===== config.mk =====
export PLATFORM = sky130hd
export DESIGN_NAME = p256a_controller
export DESIGN_NICKNAME = d
export VERILOG_FILES = /design/src/p256a_pkg.sv /design/src/p256a_controller.sv
export SDC_FILE = /design/constraint.sdc
export NUM_CORES = 1
export LEC_CHECK = 0
export ABC_AREA = 1
export BUFFER_PORTS_ARGS = -buffer_cell sky130_fd_sc_hd__buf_2
export CAP_MARGIN = 10
export CELL_PAD_IN_SITES_DETAIL_PLACEMENT = 0
export CELL_PAD_IN_SITES_GLOBAL_PLACEMENT = 1
export CORE_MARGIN = 4
export CORE_UTILIZATION = 37
export DETAILED_ROUTE_END_ITERATION = 8
export HOLD_SLACK_MARGIN = 0.08
export PLACE_DENSITY_LB_ADDON = 0.25
export SKIP_CTS_REPAIR_TIMING = 1
export SYNTH_ARGS = -nofsm -noshare
export SYNTH_HDL_FRONTEND = slang
export SYNTH_SLANG_ARGS = --single-unit
export TNS_END_PERCENT = 50

===== constraint.sdc =====
create_clock -name clk -period 3.8 [get_ports clk]
set_clock_uncertainty 0.1 [all_clocks]
set_input_delay 0.38 -clock clk [delete_from_list [all_inputs] [get_ports clk]]
set_output_delay 0.38 -clock clk [all_outputs]
set_load 0.02 [all_outputs]

===== src/p256a_pkg.sv =====
// Package for the P-256 order modular ALU: payload types, curve constants,
// controller command and status structs. No dependencies.
`default_nettype none
package p256a_pkg;

  localparam int LimbBits = 32;
  localparam int Words    = 256 / LimbBits;
  localparam int WordIdxBits = $clog2(Words);

  typedef logic [1:0] command_code_t;
  localparam command_code_t CmdAdd    = 2'd0;
  localparam command_code_t CmdMul    = 2'd1;
  localparam command_code_t CmdInv    = 2'd2;
  localparam command_code_t CmdReduce = 2'd3;

  typedef struct packed {
    command_code_t command;
    logic [63:0] a_word0;
    logic [63:0] a_word1;
    logic [63:0] a_word2;
    logic [63:0] a_word3;
    logic [63:0] b_word0;
    logic [63:0] b_word1;
    logic [63:0] b_word2;
    logic [63:0] b_word3;
  } request_t;

  typedef struct packed {
    logic [63:0] result_word0;
    logic [63:0] result_word1;
    logic [63:0] result_word2;
    logic [63:0] result_word3;
  } result_t;

  localparam logic [255:0] OrderN =
    256'hffffffff00000000ffffffffffffffffbce6faada7179e84f3b9cac2fc632551;
  localparam logic [255:0] RSquared =
    256'h66e12d94f3d956202845b2392b6bec594699799c49bd6fa683244c95be79eea2;
  localparam logic [255:0] ExpNMinus2 =
    256'hffffffff00000000ffffffffffffffffbce6faada7179e84f3b9cac2fc63254f;
  localparam logic [255:0] MontOne =
    256'h00000000ffffffff00000000000000004319055258e8617b0c46353d039cdaaf;
  localparam logic [LimbBits-1:0] NegNInv = 32'hee00bc4f;

  // Operand selections for the Montgomery product.
  typedef enum logic [2:0] {
    SelInA, SelAcc, SelRSq, SelBase, SelOne, SelInB
  } operand_sel_t;

  // Where a finished product is written.
  typedef enum logic [1:0] {
    DstAcc, DstBase
  } product_dst_t;

  typedef enum logic [3:0] {
    StIdle, StLoad, StAddSub, StMul1, StMul2, StInvBase, StInvSquare,
    StInvMult, StInvExit, StWait, StDone
  } ctrl_state_t;

  typedef struct packed {
    logic         load;
    logic         start_mont;
    operand_sel_t x_sel;
    operand_sel_t y_sel;
    product_dst_t dst;
    logic         start_addsub;
    logic         set_acc_one;
    logic         push_result;
  } dp_cmd_t;

  typedef struct packed {
    logic         mont_done;
    logic         addsub_done;
    logic         exp_bit;
    command_code_t command;
  } dp_status_t;

endpackage
`default_nettype wire


===== src/p256a_controller.sv =====
// Controller state machine: sequences products for multiply and inverse
// and hands results to the output register. Uses p256a_pkg.
`default_nettype none
module p256a_controller import p256a_pkg::*; (
  input  wire logic       clk,
  input  wire logic       rst,
  input  wire logic       in_valid,
  output logic            in_stall,
  output logic            out_valid,
  input  wire logic       out_stall,
  input  wire dp_status_t status,
  output dp_cmd_t         cmd,
  output logic [7:0]      exp_idx
);

  ctrl_state_t state, state_next;
  logic [7:0] bit_idx;
  logic started;

  // Next state.
  always_comb begin
    state_next = state;
    case (state)
      StIdle: if (in_valid) state_next = StLoad;
      StLoad: begin
        case (status.command)
          CmdMul:  state_next = StMul1;
          CmdInv:  state_next = StInvBase;
          default: state_next = StAddSub;
        endcase
      end
      StAddSub:    state_next = StWait;
      StWait:      if (status.addsub_done) state_next = StDone;
      StMul1:      if (started && status.mont_done) state_next = StMul2;
      StMul2:      if (started && status.mont_done) state_next = StDone;
      StInvBase:   if (started && status.mont_done) state_next = StInvSquare;
      StInvSquare: if (started && status.mont_done)
                     state_next = status.exp_bit ? StInvMult
                                : (bit_idx == 8'd0 ? StInvExit : StInvSquare);
      StInvMult:   if (started && status.mont_done)
                     state_next = (bit_idx == 8'd0) ? StInvExit : StInvSquare;
      StInvExit:   if (started && status.mont_done) state_next = StDone;
      StDone:      if (!out_valid || !out_stall) state_next = StIdle;
      default:     state_next = StIdle;
    endcase
  end

  // Outputs.
  always_comb begin
    cmd = '0;
    cmd.load = (state == StIdle) && in_valid;
    cmd.start_addsub = (state == StAddSub);
    cmd.set_acc_one = (state == StInvBase) && !started;
    cmd.start_mont = !started && (state == StMul1 || state == StMul2 ||
      state == StInvBase || state == StInvSquare || state == StInvMult || state == StInvExit);
    cmd.push_result = (state == StDone) && (!out_valid || !out_stall);
    cmd.x_sel = SelAcc;
    cmd.y_sel = SelAcc;
    cmd.dst   = DstAcc;
    case (state)
      StMul1:    begin cmd.x_sel = SelInA; cmd.y_sel = SelInB; end
      StMul2:    begin cmd.x_sel = SelAcc; cmd.y_sel = SelRSq; end
      StInvBase: begin cmd.x_sel = SelInA; cmd.y_sel = SelRSq; cmd.dst = DstBase; end
      StInvMult: begin cmd.x_sel = SelAcc; cmd.y_sel = SelBase; end
      StInvExit: begin cmd.x_sel = SelAcc; cmd.y_sel = SelOne; end
      default:   begin cmd.x_sel = SelAcc; cmd.y_sel = SelAcc; end
    endcase
    in_stall  = (state != StIdle);
    exp_idx   = bit_idx;
  end

  // State, product start flag, exponent bit counter and output valid flag.
  always_ff @(posedge clk) begin
    if (rst) begin
      state     <= StIdle;
      started   <= 1'b0;
      bit_idx   <= 8'd255;
      out_valid <= 1'b0;
    end else begin
      state <= state_next;
      // A finished product re-arms the start, also when the state repeats.
      if (state_next != state || status.mont_done) started <= 1'b0;
      else if (cmd.start_mont) started <= 1'b1;
      if (state == StLoad) bit_idx <= 8'd255;
      else if (started && status.mont_done &&
               ((state == StInvSquare && !status.exp_bit) || state == StInvMult))
        bit_idx <= bit_idx - 8'd1;
      if (cmd.push_result) out_valid <= 1'b1;
      else if (!out_stall) out_valid <= 1'b0;
    end
  end

endmodule
`default_nettype wire


==> flow_summary.toml, run 1 <==
[cells_and_area]
layout_commonest_cell = "nand2_1"
area_growth_pct = 18.37
final_nets = 223
final_cell_mix = "nand2_1 (45), inv_1 (28), buf_2 (28)"
post-route-util_pct = 46.38
drive_gt1_share_pct = 23.92
fill_cells = 280
antennaDiodeCount = 0
postLayoutCellArea_sq_um = 1290

[status]
outcome = "finished, final reports clean"

[clocking]
cts.path.max_buffers = 2
cts_num_sinks = 14
h-tree-depth = 1
insertion_delay_ns = 0.28
cts_tree = "yes"
cts_buffers = 3
cts_root_buf = "clkbuf_4"
path_clk_slew_ns = 0.09

[placed_design]
dp_slack_ns = 2.038
dp_hpwl_um = 2256
portBuffers = 28
globalplace.congestion = 0.8741
placed_area_sq_um = 1254

[pwr]
vdd_drop_max_uv = 210.6
power_density_nw_per_um2 = 339.8
p_leak_uw = 0.0008004
design_power_total_uw = 438.3

[global_routing]
antenna_found_initial = 0
overflow = 0
grt_pass1_vias = 1146
grt_first_pass_wirelength_um = 4823
grt_use_total_pct = 15.06
grt_max_degree = 9

[sta]
hold_viol = 0
drv_slew = 0
layout_setup_ws_ns = 1.741
maxSlewHeadroom_pct = 63.36
max_freq_mhz = 485.6
tightest_slew_ns = 0.5476
finalCriticalPeriod_ns = 2.059
finalCritPeriodShare_pct = 54.19
finalSetupViolations = 0
tns_ns = 0
rsz0062_at_grt = "false"

[critical_path]
cp.arrival_ns = 1.58
start_kind = "register"
critPathKind = "register to output port"
rrSetupSlack_ns = 2.04
critPathMaxFanout = 5
endpoint_kind = "output port"
required_ns = 3.32

[logic_synthesis]
yosysSeqAreaShare_pct = 25.72
avgSynthCellArea_sq_um = 6.122
synthDistinctLibCells = 26
synth_seq_cells = 14
synth_warnings = 0
netlist_instances = 178
synth_area_sq_um = 1090

[routing]
drc_errors = 0
drtPass1Iterations = 4
drt-initial-drc-count = 32
via_count = 1176
via_per_inst = 4.900
postRouteAntennaNets = 0
routedWlPerCell_um = 11.24
totalWireLength_um = 2697

[floorplanning]
rows = 19
core_region_area_sq_um = 2781
io_pins = 32
die_area_sq_um = 3878
initial_utilization_pct = 39.18
fp.dieH_um = 62.27
dieWidth_um = 62.27

[run]
maxCapViolations = 0

[min_path]
hp-class = "input pin to register"
[metrics by stage]
step	cells	hold WS, ns
after global placement	236	0.3572
after detailed placement	236	0.3724
after global routing	240	0.2188
after CTS	240	0.2344
final	240	0.2416
after floorplan	180	0.3491
[registers in the layout, indices dropped and copies added, names as in the netlist]
register,flops
exp_idx,8
state,4
started,1
out_valid,1
[path summary, 6_finish.rpt]
check / start / end / depth (start not counted)
setup / recovery: state[3] / cmd[11] / 7
hold / removal: rst / out_valid / 2
setup reg to reg: state[1] / exp_idx[5] / 6
hold reg to reg: exp_idx[4] / exp_idx[4] / 2
[cells in the mapped netlist]
master	n	share of area [%]
inv_1	28	9.6
a31oi_1	1	0.57
nand3_1	18	8.3
nor2_2	4	2.3
nand2_1	45	15
o21bai_1	1	0.69
xor2_1	1	0.80
o21ai_4	1	1.5
conb_1	1	0.34
nor2_1	24	8.3
nand2_4	1	1.0
o21ai_0	4	1.8
a21oi_1	4	1.8
buf_4	3	2.1
nand4_1	1	0.57
or2_2	1	0.57
o211ai_1	2	1.4
a21boi_0	1	0.69
ha_1	4	4.6
nor2_4	5	5.2
dfxtp_1	14	26
a211oi_1	1	0.69
inv_2	3	1.0
o21ai_1	3	1.4
nor3_1	4	1.8
nand2_2	3	1.7
[final cells by class]
cell class	count	area, sq um	share of cell area, %
well taps	31	38.79	3.007
repair buffers	28	140.1	10.86
flip-flops and latches	14	280.3	21.73
inverters	31	116.4	9.020
multi-input cells	132	678.2	52.57
clock buffers	4	36.28	2.813
[critical path, cell delays in order (launching register included)]
cell and delay (ns):
dfxtp_1 0.47, inv_1 0.13, nor2_2 0.17, nand2_1 0.14, nand3_1 0.14, nand2_1 0.06, inv_1 0.04, buf_2 0.15
[layer usage]
layer	share of wire, %	track usage (%)	vias to the layer above	routed length, um
li1	-	-	619	-
met1	44	17.52	508	1183
met2	47	24.35	38	1265
met3	5.2	4.144	11	140
met4	4.0	9.019	0	108
met5	0	0	-	0
[cell families (layout without fill, tap and decap cells)]
| family | Yosys count | count (layout) | share of synthesized area, % |
|---|---|---|---|
| simple gates | 106 | 106 | 45.24 |
| buf+inv | 34 | 63 | 12.74 |
| compound gates | 18 | 18 | 10.56 |
| flops | 14 | 14 | 25.72 |
| fa+ha+maj | 4 | 4 | 4.593 |
| other cells | 1 | 3 | 0.3441 |
| xor+xnor | 1 | 1 | 0.8038 |
[power breakdown]
group	leakage, uW	internal [uW]	total [uW]	switching (uW)
clock	0.0000210	58.3	110	52.1
combinational	0.000666	51.8	161	110
sequential	0.000114	154	167	12.9
total	0.000800	264	438	175
(Power assumes the default switching activity.)
==> run 2: changes to the inputs <==
--- a/config.mk
+++ b/config.mk
@@ -11,7 +11,7 @@
 export CELL_PAD_IN_SITES_DETAIL_PLACEMENT = 0
 export CELL_PAD_IN_SITES_GLOBAL_PLACEMENT = 1
 export CORE_MARGIN = 4
-export CORE_UTILIZATION = 37
+export CORE_UTILIZATION = 34
 export DETAILED_ROUTE_END_ITERATION = 8
 export HOLD_SLACK_MARGIN = 0.08
 export PLACE_DENSITY_LB_ADDON = 0.25
==> constraint.sdc (replaced) <==
create_clock -name clk -period 1.9 [get_ports clk]
set_clock_uncertainty 0.1 [all_clocks]
set_input_delay 0.19 -clock clk [delete_from_list [all_inputs] [get_ports clk]]
set_output_delay 0.19 -clock clk [all_outputs]
set_load 0.02 [all_outputs]
==> run 2 against run 1 <==
Final cell count grew 5.4%. Setup slack lost 1.6 ns. Clock-buffer cell count shrank 1. Sequential share of layout area shrank 0.092 points. Power grew 91%. Critical endpoint unchanged. Highest routed layer unchanged.
==> flow_summary.toml, run 2 (same netlist as run 1, synthesis figures left out) <==
[pwr]
design_power_total_uw = 836.5
vdd_drop_max_uv = 310.8
power_density_nw_per_um2 = 642.8
p_leak_uw = 0.0007987

[sta]
finalSetupViolations = 0
rsz0062_at_grt = "true"
finalCritPeriodShare_pct = 93.98
fin_hold_ws_ns = 0.06205
hold_viol = 0
drv_slew = 0
max_freq_mhz = 560.1
finalCriticalPeriod_ns = 1.786
tns_ns = 0
layout_setup_ws_ns = 0.1145

[status]
outcome = "finished, final reports clean"

[clocking]
path_clk_slew_ns = 0.09
cts_root_buf = "clkbuf_4"
cts_tree = "yes"
insertion_delay_ns = 0.28
cts.path.max_buffers = 2
h-tree-depth = 1
cts_num_sinks = 14
cts_buffers = 3

[routing]
totalWireLength_um = 2776
drt-initial-drc-count = 34
drc_errors = 0
routedWlPerCell_um = 10.97
via_per_inst = 4.625
postRouteAntennaNets = 0
drtPass1Iterations = 4
via_count = 1170

[min_path]
hp-class = "input pin to register"

[cells_and_area]
drive_gt1_share_pct = 24.40
antennaDiodeCount = 0
area_growth_pct = 19.40
final_nets = 224
layout_commonest_cell = "nand2_1"
largest_reg_flops = 8
final_cell_mix = "nand2_1 (45), inv_1 (28), buf_2 (28)"
post-route-util_pct = 42.62

[floorplanning]
dieWidth_um = 64.62
die_area_sq_um = 4175
initial_utilization_pct = 35.70
fp.dieH_um = 64.62
io_pins = 32
rows = 20
core_region_area_sq_um = 3053

[critical_path]
start_kind = "register"
critPathKind = "register to output port"
cp.arrival_ns = 1.50
critPathMaxFanout = 5
endpoint_kind = "output port"
required_ns = 1.61

[global_routing]
antenna_found_initial = 0
grt_max_degree = 9
busiest_layer = "met2"
grt_first_pass_wirelength_um = 4705
overflow = 0
grt_pass1_vias = 1101
grtUsageMet2_pct = 25.90
grt_use_total_pct = 14.21
grtUsageMet3_pct = 2.080
grt_use_met1_pct = 16.88

[placed_design]
dp_hpwl_um = 2334
globalplace.congestion = 0.8847
dp_slack_ns = 0.1472
portBuffers = 28

[run]
maxCapViolations = 0
-- run 2: cell types whose count changed in the layout (fill, tap and decap cells not counted) --
| cell | previous run | this run |
|---|---|---|
| dfxtp_1 | 14 | 13 |
| clkbuf_8 | 1 | 0 |
| dfxtp_2 | 0 | 1 |
| buf_4 | 0 | 1 |
-- run 2: power breakdown --
part / internal [uW] / leakage, uW / switching [uW] / total [uW]
sequential: 308 / 0.000114 / 26.0 / 334
combinational: 108 / 0.000671 / 222 / 330
clock: 73.5 / 0.0000138 / 99.1 / 173
total: 490 / 0.000799 / 347 / 836
-- run 2: layer usage --
metal	up-vias	wire length [um]
met4	0	34
met5	-	0
met3	4	106
met2	24	1368
li1	610	-
met1	532	1267
-- run 2: stage by stage --
step           area [sq um]  std cells
2_1_floorplan          1097        180
3_3_place_gp           1277        250
3_5_place_dp           1277        250
4_1_cts                1300        253
5_1_grt                1301        253
6_report               1301        253
-- run 2: cell type report --
cell class | instances | area, sq um
fill | 339 | 1752
multi-input combinational | 132 | 678.2
sequential | 14 | 281.5
timing repair buffer | 29 | 147.6
inverter | 31 | 116.4
tap | 44 | 55.05
clock buffer | 3 | 22.52
-- run 2: worst paths after layout --
kind,start,end,slack (ns),cells after the start
setup / recovery,state[2],cmd[11],0.11,6
hold / removal,rst,out_valid,0.06,2
setup reg to reg,state[1],exp_idx[7],0.14,11
hold reg to reg,exp_idx[4],exp_idx[4],0.39,2
-- run 2: worst max-delay path, cell delays in order, from the launching register on --
cell and delay [ns]:
dfxtp_1 0.39, nor2_1 0.21, nand3_1 0.21, nand3_1 0.16, nand2_1 0.06, inv_1 0.04, buf_2 0.15
==> run 3: changes to the inputs <==
--- a/config.mk
+++ b/config.mk
@@ -11,7 +11,7 @@
 export CELL_PAD_IN_SITES_DETAIL_PLACEMENT = 0
 export CELL_PAD_IN_SITES_GLOBAL_PLACEMENT = 1
 export CORE_MARGIN = 4
-export CORE_UTILIZATION = 34
+export CORE_UTILIZATION = 25
 export DETAILED_ROUTE_END_ITERATION = 8
 export HOLD_SLACK_MARGIN = 0.08
 export PLACE_DENSITY_LB_ADDON = 0.25
==> run 3 against run 2 <==
Die area increased by 31%. Sequential share of layout area decreased by 1.0 points. Register-to-register slack improved by 0.10 ns. Clock-buffer cell count increased by 1. Non-clock buffer count increased by 2. Worst hold slack improved by 0.029 ns. Sequential power about the same. First-iteration DRC count increased by 26%. Wire length increased by 4.7%. Global-route usage decreased by 2.1 points. Flip-flop and latch count unchanged.
==> flow_summary.toml, run 3 (same netlist as run 1, synthesis figures left out) <==
[pwr]
vdd_drop_max_uv = 309.2
power_density_nw_per_um2 = 709.3
p_leak_uw = 0.0008148

[min_path]
min_to = "state[2]"
min-delay-start = "rst"
hold_path_depth = 2
hp-class = "input pin to register"

[routing]
drc_errors = 0
via_per_inst = 4.340
totalWireLength_um = 2906
routedWlPerCell_um = 11.09
drt-initial-drc-count = 43
via_count = 1137
postRouteAntennaNets = 0
drtPass1Iterations = 4

[clocking]
h-tree-depth = 1
cts.path.max_buffers = 2
insertion_delay_ns = 0.25
cts_buffers = 3
cts_root_buf = "clkbuf_8"
path_clk_slew_ns = 0.07
cts_num_sinks = 14
cts_tree = "yes"

[status]
outcome = "finished, final reports clean"

[floorplanning]
fp.dieH_um = 74.03
core_region_area_sq_um = 4115
rows = 23
initial_utilization_pct = 26.48
io_pins = 32
dieWidth_um = 74.03
die_area_sq_um = 5480

[global_routing]
grt_first_pass_wirelength_um = 5078
grt_max_degree = 9
antenna_found_initial = 0
grt_pass1_vias = 1060
overflow = 0
grt_use_total_pct = 12.09

[critical_path]
critPathMaxStageDelay_ns = 0.52
rrSetupSlack_ns = 0.24
path_cells = "nor2_1 > nand2_1 > nand2_1 > nor2_1 > buf_2"
start_kind = "register"
reg2reg_depth = 10
r2r-end = "started"
cp_slowest_cell = "dfxtp_1"
required_ns = 1.61
critPathKind = "register to output port"
endpoint_kind = "output port"
cp.arrival_ns = 1.44
r2r-start = "started"
critPathMaxFanout = 8

[sta]
finalCriticalPeriod_ns = 1.735
finalSetupViolations = 0
drv_slew = 0
hold_viol = 0
tns_ns = 0
finalCritPeriodShare_pct = 91.31
tightest_slew_ns = 0.5119
maxSlewHeadroom_pct = 65.75
max_freq_mhz = 576.4
rsz0062_at_grt = "false"

[placed_design]
portBuffers = 28
globalplace.congestion = 0.7574
dp_hpwl_um = 2444
placed_area_sq_um = 1292

[cells_and_area]
antennaDiodeCount = 0
postLayoutCellArea_sq_um = 1376
largest_reg_flops = 8
area_growth_pct = 26.29
final_cell_mix = "nand2_1 (45), buf_2 (28), inv_1 (27)"
layout_commonest_cell = "nand2_1"
drive_gt1_share_pct = 27.83
final_nets = 226
fill_cells = 483

[run]
maxCapViolations = 0
## run 3: cell type report
type | count | area [sq um] | area share (%)
multi-input cells | 132 | 691.9 | 50.27
inverters | 31 | 120.1 | 8.727
clock buffers | 4 | 55.05 | 4.000
repair buffers | 31 | 162.7 | 11.82
well taps | 50 | 62.56 | 4.545
flip-flops and latches | 14 | 284.0 | 20.64
## run 3: worst max-delay path by stage
stage | endpoint | slack, ns | start
6_report | cmd[5] | 0.17 | state[0]
5_1_grt | cmd[11] | 0.006 | state[0]
4_1_cts | cmd[11] | 0.1 | state[3]
3_5_place_dp | exp_idx[7] | 0.16 | state[1]
3_3_place_gp | exp_idx[7] | 0.13 | state[1]
2_1_floorplan | started | 0.24 | state[0]
## run 3: worst max-delay path, delay by kind of cell, from the launching register on
kind / cells / cell delay, ns
flops: 1 / 0.52
buf+inv: 1 / 0.19
simple gates: 4 / 0.47
## run 3: where the power goes
part / leakage, uW / switching (uW) / total [uW] / internal [uW]
sequential: 0.000115 / 27.0 / 337 / 309
combinational: 0.000671 / 224 / 333 / 109
clock: 0.0000288 / 123 / 307 / 184
total: 0.000815 / 374 / 976 / 602
## run 3: through the flow
stage          worst slack [ns]  std cells  hold WS, ns  util (%)  total power, uW
4_1_cts                 0.09892        261      0.09887     32.75            986.5
5_1_grt                0.006280        262       0.1045     33.44             1058
6_report                 0.1651        262      0.09121     33.44            976.3
2_1_floorplan            0.2409        180       0.1591         -            573.7
3_3_place_gp             0.1268        257       0.3688     31.41            673.1
3_5_place_dp             0.1585        257       0.3731     31.41            670.3
## run 3: per-layer routing
layer  track usage [%]  vias up  wire length (um)
li1                  -      616                 -
met1             17.62      483              1506
met2             17.13       34              1187
met3             2.568        4               173
met4             4.829        0                38
met5                 0        -                 0
